`config.mk`:
```
export PLATFORM = sky130hd
export DESIGN_NAME = compressed_proof_step_decoder_unit
export DESIGN_NICKNAME = d
export VERILOG_FILES = /design/src/rtl/core/cpsd_pkg.sv /design/src/rtl/core/compressed_proof_step_decoder_unit.sv
export SDC_FILE = /design/constraint.sdc
export NUM_CORES = 1
export LEC_CHECK = 0
export BUFFER_PORTS_ARGS = -buffer_cell sky130_fd_sc_hd__buf_2
export CAP_MARGIN = 25
export CORE_MARGIN = 1
export CORE_UTILIZATION = 25
export DETAILED_ROUTE_END_ITERATION = 7
export PLACE_DENSITY_LB_ADDON = 0.3
export SYNTH_ARGS = -nofsm -noshare
export SYNTH_HDL_FRONTEND = slang
export SYNTH_SLANG_ARGS = --single-unit
export TNS_END_PERCENT = 50
```
`constraint.sdc`:
```
create_clock -name i_clk -period 19.2 [get_ports i_clk]
set_input_delay 3.84 -clock i_clk [delete_from_list [all_inputs] [get_ports i_clk]]
set_output_delay 3.84 -clock i_clk [all_outputs]
set_load 0.005 [all_outputs]
```
`src/rtl/core/cpsd_pkg.sv`:
```
package cpsd_pkg;

    localparam int ACC_WIDTH_DEFAULT   = 32;
    localparam int COUNT_WIDTH_DEFAULT = 16;

    localparam int SYMBOL_WIDTH    = 8;
    localparam int REG_WIDTH       = 16;
    localparam int INDEX_WIDTH     = 16;
    localparam int KIND_WIDTH      = 3;
    localparam int CODE_WIDTH      = 3;
    localparam int CFG_INDEX_WIDTH = 2;

    typedef logic [SYMBOL_WIDTH-1:0]    t_symbol;
    typedef logic [KIND_WIDTH-1:0]      t_kind;
    typedef logic [CODE_WIDTH-1:0]      t_code;
    typedef logic [CFG_INDEX_WIDTH-1:0] t_cfg_index;

    localparam t_kind KIND_HYP  = 3'd0;
    localparam t_kind KIND_REF  = 3'd1;
    localparam t_kind KIND_BACK = 3'd2;
    localparam t_kind KIND_ADD  = 3'd3;
    localparam t_kind KIND_ERR  = 3'd4;

    localparam t_code ERR_NONE  = 3'd0;
    localparam t_code ERR_CHAR  = 3'd1;
    localparam t_code ERR_Z     = 3'd2;
    localparam t_code ERR_RANGE = 3'd3;
    localparam t_code ERR_MID   = 3'd4;
    localparam t_code ERR_COUNT = 3'd5;

    localparam t_cfg_index CFG_MANDATORY_HYP_COUNT = 2'd0;
    localparam t_cfg_index CFG_REFERRED_STMT_COUNT = 2'd1;

    localparam t_symbol CH_A = 8'h41;
    localparam t_symbol CH_T = 8'h54;
    localparam t_symbol CH_U = 8'h55;
    localparam t_symbol CH_Y = 8'h59;
    localparam t_symbol CH_Z = 8'h5A;

endpackage

```
`src/rtl/core/compressed_proof_step_decoder_unit.sv`:
```
// Channel   | Direction | Handshake                 | Payload
// input     | in        | i_in_valid / o_in_ready   | i_symbol, i_last_symbol
// result    | out       | o_out_valid / i_out_ready | o_step_kind, o_step_index,
//           |           |                           | o_error_code, o_end_of_proof
// config    | in        | i_cfg_we                  | i_cfg_index, i_cfg_data
//
// One symbol is taken per cycle while input ready is high; its result, if any, appears in the result
// register on the cycle after the transfer.
// The rate is set by the single result register, which can be refilled in the
// cycle in which it is emptied.
// Reset is synchronous and clears the decoder state and both count registers.
// Input ready is low only while a held result is not being taken.
module compressed_proof_step_decoder_unit
    import cpsd_pkg::*;
#(
    parameter int ACC_WIDTH   = ACC_WIDTH_DEFAULT,
    parameter int COUNT_WIDTH = COUNT_WIDTH_DEFAULT
) (
    input  logic                   i_clk,
    input  logic                   i_rst_n,
    input  logic                   i_cfg_we,
    input  logic [CFG_INDEX_WIDTH-1:0] i_cfg_index,
    input  logic [REG_WIDTH-1:0]   i_cfg_data,
    input  logic                   i_in_valid,
    output logic                   o_in_ready,
    input  logic [SYMBOL_WIDTH-1:0] i_symbol,
    input  logic                   i_last_symbol,
    output logic                   o_out_valid,
    input  logic                   i_out_ready,
    output logic [KIND_WIDTH-1:0]  o_step_kind,
    output logic [INDEX_WIDTH-1:0] o_step_index,
    output logic [CODE_WIDTH-1:0]  o_error_code,
    output logic                   o_end_of_proof
);

    localparam int PW = ACC_WIDTH + 3;
    localparam int FW = ACC_WIDTH + 5;
    localparam int CW = (ACC_WIDTH > COUNT_WIDTH) ? ACC_WIDTH : COUNT_WIDTH;
    localparam int TW = CW + 2;

    logic [REG_WIDTH-1:0]   r_mhc;
    logic [REG_WIDTH-1:0]   r_rsc;
    logic [ACC_WIDTH-1:0]   r_acc, n_acc;
    logic                   r_pending, n_pending;
    logic                   r_after, n_after;
    logic [COUNT_WIDTH-1:0] r_count, n_count;
    logic                   r_error_seen, n_error_seen;

    logic                   r_out_valid;
    t_kind                  r_kind;
    logic [INDEX_WIDTH-1:0] r_index;
    t_code                  r_code;
    logic                   r_end;

    logic                   w_fire;
    logic                   w_is_prefix, w_is_final;
    logic [2:0]             w_pd;
    logic [4:0]             w_fd;
    logic [PW-1:0]          w_prefix_sum;
    logic [FW-1:0]          w_final_sum;
    logic                   w_prefix_ovf, w_final_ovf;
    logic [ACC_WIDTH-1:0]   w_num;
    logic [TW-1:0]          w_t1, w_t2, w_t3;
    logic [TW-1:0]          w_num_x, w_rem1, w_rem2;
    logic                   w_lt_hyp, w_lt_ref, w_lt_back;
    logic                   w_emit;
    t_kind                  w_kind;
    logic [INDEX_WIDTH-1:0] w_index;
    t_code                  w_err;

    assign o_in_ready = !r_out_valid || i_out_ready;
    assign w_fire     = i_in_valid && o_in_ready;

    assign w_is_prefix = (i_symbol >= CH_U) && (i_symbol <= CH_Y);
    assign w_is_final  = (i_symbol >= CH_A) && (i_symbol <= CH_T);
    assign w_pd = 3'(i_symbol - CH_U + 8'd1);
    assign w_fd = 5'(i_symbol - CH_A + 8'd1);

    assign w_prefix_sum = ({3'b000, r_acc} << 2) + {3'b000, r_acc} + PW'(w_pd);
    assign w_final_sum  = ({5'b00000, r_acc} << 4) + ({5'b00000, r_acc} << 2)
                        + FW'(w_fd);
    assign w_prefix_ovf = |w_prefix_sum[PW-1:ACC_WIDTH];
    assign w_final_ovf  = |w_final_sum[FW-1:ACC_WIDTH];
    assign w_num        = w_final_sum[ACC_WIDTH-1:0] - ACC_WIDTH'(1);

    // The range boundaries come from registers only, so the three compares
    // run side by side after the multiply-add.
    assign w_t1 = TW'(r_mhc);
    assign w_t2 = TW'(r_mhc) + TW'(r_rsc);
    assign w_t3 = w_t2 + TW'(r_count);

    assign w_num_x   = TW'(w_num);
    assign w_lt_hyp  = w_num_x < w_t1;
    assign w_lt_ref  = w_num_x < w_t2;
    assign w_lt_back = w_num_x < w_t3;
    assign w_rem1    = w_num_x - w_t1;
    assign w_rem2    = w_num_x - w_t2;

    always_comb begin
        n_acc        = r_acc;
        n_pending    = r_pending;
        n_after      = r_after;
        n_count      = r_count;
        n_error_seen = r_error_seen;
        w_emit       = 1'b0;
        w_kind       = KIND_HYP;
        w_index      = '0;
        w_err        = ERR_NONE;
        if (!r_error_seen) begin
            if (w_is_prefix) begin
                if (w_prefix_ovf) begin
                    w_err = ERR_RANGE;
                end else begin
                    n_acc     = w_prefix_sum[ACC_WIDTH-1:0];
                    n_pending = 1'b1;
                    n_after   = 1'b0;
                end
            end else if (w_is_final) begin
                if (w_final_ovf) begin
                    w_err = ERR_RANGE;
                end else begin
                    n_acc     = '0;
                    n_pending = 1'b0;
                    n_after   = 1'b1;
                    if (w_lt_hyp) begin
                        w_kind  = KIND_HYP;
                        w_index = w_num_x[INDEX_WIDTH-1:0];
                        w_emit  = 1'b1;
                    end else if (w_lt_ref) begin
                        w_kind  = KIND_REF;
                        w_index = w_rem1[INDEX_WIDTH-1:0];
                        w_emit  = 1'b1;
                    end else if (w_lt_back) begin
                        w_kind  = KIND_BACK;
                        w_index = w_rem2[INDEX_WIDTH-1:0];
                        w_emit  = 1'b1;
                    end else begin
                        w_err = ERR_RANGE;
                    end
                end
            end else if (i_symbol == CH_Z) begin
                if (!r_after) begin
                    w_err = ERR_Z;
                end else if (&r_count) begin
                    w_err = ERR_COUNT;
                end else begin
                    n_count = r_count + COUNT_WIDTH'(1);
                    n_after = 1'b0;
                    w_kind  = KIND_ADD;
                    w_emit  = 1'b1;
                end
            end else begin
                w_err = ERR_CHAR;
            end

            if ((w_err == ERR_NONE) && i_last_symbol && n_pending) begin
                w_err = ERR_MID;
            end
            if (w_err != ERR_NONE) begin
                w_emit       = 1'b1;
                w_kind       = KIND_ERR;
                w_index      = '0;
                n_error_seen = 1'b1;
            end
        end
        if (i_last_symbol) begin
            n_acc        = '0;
            n_pending    = 1'b0;
            n_after      = 1'b0;
            n_count      = '0;
            n_error_seen = 1'b0;
        end
    end

    always_ff @(posedge i_clk) begin
        if (!i_rst_n) begin
            r_mhc <= '0;
            r_rsc <= '0;
        end else if (i_cfg_we) begin
            if (i_cfg_index == CFG_MANDATORY_HYP_COUNT) begin
                r_mhc <= i_cfg_data;
            end else if (i_cfg_index == CFG_REFERRED_STMT_COUNT) begin
                r_rsc <= i_cfg_data;
            end
        end
    end

    always_ff @(posedge i_clk) begin
        if (!i_rst_n) begin
            r_acc        <= '0;
            r_pending    <= 1'b0;
            r_after      <= 1'b0;
            r_count      <= '0;
            r_error_seen <= 1'b0;
            r_out_valid  <= 1'b0;
        end else begin
            if (w_fire) begin
                r_acc        <= n_acc;
                r_pending    <= n_pending;
                r_after      <= n_after;
                r_count      <= n_count;
                r_error_seen <= n_error_seen;
                r_out_valid  <= w_emit;
            end else if (i_out_ready) begin
                r_out_valid  <= 1'b0;
            end
        end
    end

    always_ff @(posedge i_clk) begin
        if (w_fire && w_emit) begin
            r_kind  <= w_kind;
            r_index <= w_index;
            r_code  <= w_err;
            r_end   <= i_last_symbol;
        end
    end

    assign o_out_valid    = r_out_valid;
    assign o_step_kind    = r_kind;
    assign o_step_index   = r_index;
    assign o_error_code   = r_code;
    assign o_end_of_proof = r_end;

endmodule

```
Yosys cells after proc, flatten, opt, wreduce, memory -nomap -nowiden
Index checks and enable logic that the tools add are counted.
{ "op_classes": {"addsub": 14, "n_lt_le_gt_ge": 7, "eq_ne": 9, "n_mux": 71, "n_bitwise": 2, "reduce_logical": 27} }
{ "op_table": {"columns": ["cell", "n"], "rows": [
  ["$mux 32", 6],
  ["$mux 16", 10],
  ["$add 36x34->37", 1],
  ["$add 37x5->37", 1],
  ["$add 34x32->35", 1],
  ["$add 35x3->35", 1],
  ["$mux 3", 11],
  ["$lt 32x16->1", 1],
  ["$lt 32x17->1", 1],
  ["$lt 32x18->1", 1],
  ["$mux 1", 32],
  ["$sub 16x16->16", 2],
  ["$sub 32x1->32 const B", 1],
  ["$mux 2", 12],
  ["$add 17x16->18", 1],
  ["$add 16x16->17", 1],
  ["$add 16x1->16 const B", 1],
  ["$ge 8x7->1 const B", 2],
  ["$le 8x7->1 const B", 2],
  ["$reduce_and 16->1", 1],
  ["$reduce_and 5->1", 2],
  ["$reduce_or 9->1", 1],
  ["$eq 8x7->1 const B", 1],
  ["$ne 2x2->1 const B", 4],
  ["other kinds (21)", 33]
]} }
{ "totals": {"regBits": 107, "inputBits": 32, "output_inout_bits": 25} }

Longest topological paths before layout
Gate-level depths: netlist of the first run.
{ "depth": {"ltp_word": 21, "depth_mapped": 31, "depth_no_buf": 30} }

Least setup slack after synthesis of the first run
OpenSTA, ideal clock, no wires.
{ "synth_timing": {"kind": "input to register", "startpoint": "in i_symbol[4]", "endpoint": "reg r_index[0] (netlist: o_step_index[0]), data pin", "setup_time_ns": 0.266, "t_arrival_ns": 8.801, "required_time_ns": 18.934, "path_slack_ns": 10.133, "path_stages": 23, "path_cell_list": "inv_1 -> fa_1 -> inv_1 -> ha_1 -> a211oi_1 -> o21bai_1 -> a211o_1 -> or2_2 -> clkbuf_1 -> nor3_1 -> xor2_1 -> ha_1 -> a211o_1 -> a211oi_1 -> o32ai_1 -> o21ai_0 -> nand2b_1 -> a211oi_1 -> nor2b_1 -> and3_1 -> buf_2 -> a221oi_1 -> a211oi_1"} }
{ "synth_via": {"elab_chain_cells": 19, "word_cells_on_any_way": 38, "cone_classes": "add/sub (4); order compare (7); eq/ne (1); mux (17); bitwise (1); reduce/logical (8)"} }
{ "synth_rtl": {"columns": ["item", "line", "source"], "rows": [
  ["start, declared", "compressed_proof_step_decoder_unit.sv:26", "input logic [SYMBOL_WIDTH-1:0] i_symbol,"],
  ["$sub 5x1->5", "compressed_proof_step_decoder_unit.sv:77", "assign w_fd = 5'(i_symbol - CH_A + 8'd1);"],
  ["$add 5x1->5", "compressed_proof_step_decoder_unit.sv:77", null],
  ["$add 37x5->37", "compressed_proof_step_decoder_unit.sv:81", "+ FW'(w_fd);"],
  ["$sub 32x1->32", "compressed_proof_step_decoder_unit.sv:84", "assign w_num = w_final_sum[ACC_WIDTH-1:0] - ACC_WIDTH'(1);"],
  ["$lt 32x18->1", "compressed_proof_step_decoder_unit.sv:95", "assign w_lt_back = w_num_x < w_t3;"],
  ["$mux 2", "compressed_proof_step_decoder_unit.sv:133", "end else if (w_lt_back) begin"],
  ["$mux 2", "compressed_proof_step_decoder_unit.sv:129", "end else if (w_lt_ref) begin"],
  ["$mux 2", "compressed_proof_step_decoder_unit.sv:125", "if (w_lt_hyp) begin"],
  ["(+2 left out)", null, null],
  ["$mux 3", "compressed_proof_step_decoder_unit.sv:110", "if (w_is_prefix) begin"],
  ["$mux 3", "compressed_proof_step_decoder_unit.sv:109", "if (!r_error_seen) begin"],
  ["$logic_not 3->1", "compressed_proof_step_decoder_unit.sv:156", "if ((w_err == ERR_NONE) && i_last_symbol && n_pending) begin"],
  ["$logic_and 1x1->1 (2 in series)", "compressed_proof_step_decoder_unit.sv:156", null],
  ["$mux 3", "compressed_proof_step_decoder_unit.sv:156", null],
  ["$mux 3", "compressed_proof_step_decoder_unit.sv:109", null],
  ["$reduce_bool 3->1", "compressed_proof_step_decoder_unit.sv:159", "if (w_err != ERR_NONE) begin"],
  ["$reduce_or 9->1 (no source line)", null, null],
  ["end signal, assigned", "compressed_proof_step_decoder_unit.sv:213", "r_index <= w_index;"],
  ["end, declared", "compressed_proof_step_decoder_unit.sv:51", "logic [INDEX_WIDTH-1:0] r_index;"]
]} }
Several ways; a longest one is shown, not always the timed one. The select of a mux whose other input is x is not followed.
A chain may end at the register's enable or synchronous reset.

Worst setup path after layout of the first run
Same ends and word-level chain as after synthesis.

==> out/results.ini, run 1 <==
[synth]
synth_edf_count=23
syn-mean-instance-area_um2=7.75
synth_nets=1739
post-synth-top-area-cell=ha_1
ys_seq_area_share_pct=19.8
synth_ff_type=dfxtp_1
yosysWarnings=0
yosys.area.top_type_share_pct=16.2
netlist_area_mm2=0.0120
async_reset_ff_share_pct=0
synthCells=1544
synth_seq_cells=107
synth.distinct_cells=77
ys_top_cells_by_area=ha_1 16%, dfxtp_1 14%, edfxtp_1 5.8%, xnor2_1 5.3%, nand2_1 4.8%

[cts]
clockBufferDepth=2
cts_made_buffers=9
htreeDepth=3
cts_tree=done
postCtsSetupBuffers=0
postCtsResizedCells=0
cts.sinks=107
clk_latency_ns=0.38
cts_root_buf=clkbuf_16
hold_buffers=0
clk_pin_slew_ns=0.09

[floorplanning]
die_h_um=221
die_area_mm2=0.0487
io_pins=57
die_w_um=221
row_count=79
initial_utilization_pct=25.5
core_area_mm2=0.0469

[grt]
grt-ovfl-total=0
grt_pass1_wl_um=60500
grt_pass1_vias=10841
grt_max_degree=75
grt_util_all_layers_pct=15.9
antenna_found_initial=1

[finish]
syn2layout_area_growth_pct=10.0
layout.cells.non_filler=2163
drive_gt1_share_pct=7.01
fill_cells=5139
final_core_utilization_pct=28.1
num_antenna_cells=0
fin_nets=1746

[routing]
post-route-drc-count=2
dr.pass1.iters=7
wl_per_cell_um=17.6
route.vias.total=11387
drtAntennaViolNets=0
drt_iter0_markers=897
finalWirelength_um=38000
via_per_inst=5.26

[timing]
tns_ns=0
period_minus_slack_ns=9.82
finalCritPeriodShare_pct=51.2
fin_skew_ns=0.0137
grt_setup_unrepaired=false
final_hold_viol_count=0
drv_slew=0
max_freq_mhz=102
relSlewSlack_pct=34.2
max_slew.worst_pin.slew_ns=0.988
setup_viol=0

[power_and_ir_drop]
power.total_uw=618
vdd_drop_max_mv=0.0459
p_per_area_mw_per_mm2=47.0
power.leakage_uw=0.00534

[worst_setup_path]
crit_path_start_kind=input pin
end_kind=register
crit_type=in2reg
required_ns=19.30
arrival_ns=9.92
cpMostUsedCell=a211oi_1
path_delay_family=compound AO/OA/AOI/OAI gates
path_buf_inv=4
max_stage_delay_ns=0.60
critical_path.slowest_cell=fa_1
crit_fanout=13
rrSetupSlack_ns=12.09
crit_chain=buf_2 -> inv_1 -> fa_1 -> inv_1 -> ha_1 -> a211oi_1 -> o21bai_1 -> a211o_1 -> or2_2 -> nor3_1 -> xor2_1 -> ha_1 -> a211o_1 -> a211oi_1 -> o32ai_1 -> o21ai_0 -> nand2b_1 -> a211oi_1 -> buf_4 -> nor2b_1 -> and3_1 -> a221oi_1 -> a211oi_1

[place]
gp_congestion=0.929
place_inst=2145
port_buffers=56
place_hpwl_um=30500

[status]
outcome=finished with violations
violations=design-rule violations

[hold_path]
hold_path.class=reg2reg

[run]
drv_cap=0

## Yosys cell counts (all sizes together) (42+ instances only)
| cell | n |
|---|---|
| ha | 155 |
| nand2 | 154 |
| a21oi | 105 |
| nor2 | 95 |
| inv | 89 |
| dfxtp | 84 |
| o21ai | 80 |
| xnor2 | 73 |
| nand3 | 68 |
| clkbuf | 55 |
| xor2 | 52 |
| nand4 | 48 |
| a21o | 42 |
## flip-flops by register name (all words and copies together) (netlist names), 3 cells and up
register      cells
r_acc            32
r_count          16
o_step_kind       3
o_step_index     16
r_rsc            16
o_error_code      3
r_mhc            16
## cell families after synthesis
family / Yosys count / share of synthesized area [%]
buf+inv: 161 / 5.23
flops: 107 / 19.8
mux: 6 / 0.533
fa+ha+maj: 163 / 17.5
simple gates: 524 / 21.8
compound gates: 458 / 25.9
xor+xnor: 125 / 9.15
## worst min-delay path, cell delays in order, from the launching register on
cell and delay, ns:
dfxtp_1 0.33, nand2_1 0.05, a21boi_0 0.06
## cell type report
type	instances	area, um2	share of cell area, %
clock buffers	10	250	1.90
clock inverters	6	86.3	0.656
inverters	89	334	2.54
multi-input cells	1276	8990	68.3
flip-flops and latches	107	2370	18.0
well taps	607	759	5.77
repair buffers	68	372	2.82
## final timing paths
check,from,to,cells after the start
max,i_symbol[4],o_step_index[0],23
min,r_rsc[5],r_rsc[5],2
max reg2reg,r_mhc[0],o_step_index[0],28
min reg2reg,r_rsc[5],r_rsc[5],2
## layer usage
metal  wire length [um]  share of wire [%]  track usage, %  vias to the layer above
met2              16500                 43            24.3                      254
met5                  0                  0               0                        -
met1              18800                 49            22.9                     5401
met3               1740                4.6            1.76                       41
met4                956                2.5            5.46                        0
li1                   -                  -               -                     5691
## metrics by stage
stage / hold WS, ns / worst slack, ns / cell area, um2
final: 0.478 / 9.38 / 13200
after global routing: 0.498 / 8.84 / 13200
after CTS: 0.483 / 9.44 / 13100
after detailed placement: 0.471 / 9.03 / 12800
after global placement: 0.462 / 9.15 / 12800
after floorplan: 0.447 / 10.13 / 12000
## report_power, final
group / internal [uW] / switching [uW] / leakage [uW]
Clock: 113 / 106 / 0.000165
Combinational: 62.9 / 94.8 / 0.00427
Sequential: 236 / 4.98 / 0.000904
Total: 412 / 206 / 0.00534
## cell usage in the layout (no fill, tap or decap), types with 5 or more instances in the layout
master and instances:
ha_1 155, nand2_1 154, a21oi_1 105, nor2_1 95, inv_1 89, dfxtp_1 84
o21ai_0 75, xnor2_1 73, nand3_1 67, buf_2 56, xor2_1 52, nand4_1 47
a21o_1 42, o31ai_1 38, a21boi_0 37, nor3_1 33, edfxtp_1 23, a211oi_1 21
nor2b_1 21, o21a_1 17, and2_1 17, nand2b_1 17, a31oi_1 15, and3_1 14
o21bai_1 13, or3_1 12, and4_1 10, a221oi_1 10, clkbuf_16 10, buf_4 10
a211o_1 8, or2_2 8, fa_1 8, o211ai_1 7, nor3b_1 6, a2111oi_0 5
o311ai_0 5, o41ai_1 5
(Power assumes the default switching activity.)
==> run 2: changes to the inputs <==
Clock period 19.2 ns to 8.1 ns, I/O delays scaled along.
==> out/results.ini, run 2 (same netlist as run 1, synthesis figures left out) <==
[finish]
num_antenna_cells=0
final_core_utilization_pct=28.2
top_register=r_acc
layout_commonest_cell=ha_1
fin_nets=1754
syn2layout_area_growth_pct=10.5
drive_gt1_share_pct=7.54
largest_reg_flops=32
layout.cells.non_filler=2171
final_cell_mix=155 x ha_1, 154 x nand2_1, 105 x a21oi_1

[timing]
relSlewSlack_pct=42.6
tns_ns=0
fin_ws_ns=0.656
grt_setup_unrepaired=false
setup_viol=0
max_slew.worst_pin.slew_ns=0.839
finalCritPeriodShare_pct=91.9
timing.hold.ws_ns=0.477
max_freq_mhz=134
drv_slew=0
fin_skew_ns=0.0191
period_minus_slack_ns=7.44
final_hold_viol_count=0

[worst_setup_path]
path_delay_family=compound AO/OA/AOI/OAI gates
critical_path.slowest_cell=fa_1
crit_chain=buf_2 -> inv_1 -> fa_1 -> fa_1 -> nand2b_1 -> a21oi_1 -> o31ai_1 -> a2111o_1 -> or3_1 -> xnor2_1 -> ha_1 -> a21oi_1 -> o32ai_1 -> o21ai_0 -> nand2b_1 -> a211oi_2 -> or3_1 -> a31o_1 -> nand3_2 -> a211oi_1
arrival_ns=7.65
crit_type=in2reg
max_stage_delay_ns=0.54
crit_fanout=16
path_buf_inv=2
end_kind=register
crit_path_start_kind=input pin
required_ns=8.31

[cts]
clockBufferDepth=2
hold_buffers=0
clk_latency_ns=0.40
htreeDepth=3
cts_made_buffers=9
cts.sinks=107
cts_root_buf=clkbuf_16
clk_pin_slew_ns=0.09
cts_tree=done

[routing]
wl_per_cell_um=17.6
drt_iter0_markers=881
post-route-drc-count=2
finalWirelength_um=38200
via_per_inst=5.25
dr.pass1.iters=7
route.vias.total=11401
drtAntennaViolNets=0

[power_and_ir_drop]
vdd_drop_max_mv=0.126
power.leakage_uw=0.00538
p_per_area_mw_per_mm2=111

[grt]
grt_pass1_vias=10823
antenna_found_initial=0
grt_pass1_wl_um=60400
grt_util_all_layers_pct=15.8
grt-ovfl-total=0
grt_max_degree=65

[floorplanning]
io_pins=57
die_h_um=221
core_area_mm2=0.0469
die_area_mm2=0.0487
die_w_um=221
row_count=79
initial_utilization_pct=25.5

[status]
outcome=finished with violations
violations=design-rule violations

[place]
place_hpwl_um=30700
gp_congestion=0.918
port_buffers=56
place_inst=2154
pre_cts_slack_ns=0.116

[hold_path]
hold_path.class=reg2reg

[run]
drv_cap=0

==> run 2: final cells by class <==
type,instances,area (um2)
Sequential cell,107,2370
Inverter,89,334
Multi-Input combinational cell,1276,9000
Fill cell,5142,33600
Clock inverter,7,103
Clock buffer,9,225
Tap cell,607,759
Timing Repair Buffer,76,432
==> run 2: metrics by stage <==
step	power, uW	cell area, um2
floorplan	850	12000
global placement	956	12900
detailed placement	957	12900
CTS	1480	13200
global route	1540	13200
finish	1460	13200
==> run 2: final timing paths <==
path	cells after the start	end	slack, ns	from
setup / recovery	20	o_step_index[1]	0.66	i_symbol[4]
hold / removal	2	r_rsc[2]	0.48	r_rsc[2]
setup reg to reg	28	o_step_index[1]	1.28	r_mhc[0]
hold reg to reg	2	r_rsc[2]	0.48	r_rsc[2]
==> run 2: power breakdown <==
group          switching [uW]  leakage (uW)  internal (uW)
registers                10.6      0.000904            560
clock network             263      0.000160            254
logic                     224       0.00431            154
==> run 2: worst min-delay path, delay by kind of cell, from the launching register on <==
family,cells,cell delay [ns]
AO/OA/AOI/OAI,1,0.06
flip-flops,1,0.32
AND/OR/NAND/NOR,1,0.05
==> run 2: layer usage <==
layer | up-vias | track usage, % | share of wire [%]
li1 | 5714 | - | -
met1 | 5386 | 22.4 | 49
met2 | 270 | 24.8 | 44
met3 | 31 | 2.10 | 4.5
met4 | 0 | 4.45 | 1.5
met5 | - | 0 | 0
==> run 2: what timing repair did <==
item,CTS,global route
buffers inserted,0,0
resized for setup,0,1
endpoints found under the setup margin,0,2
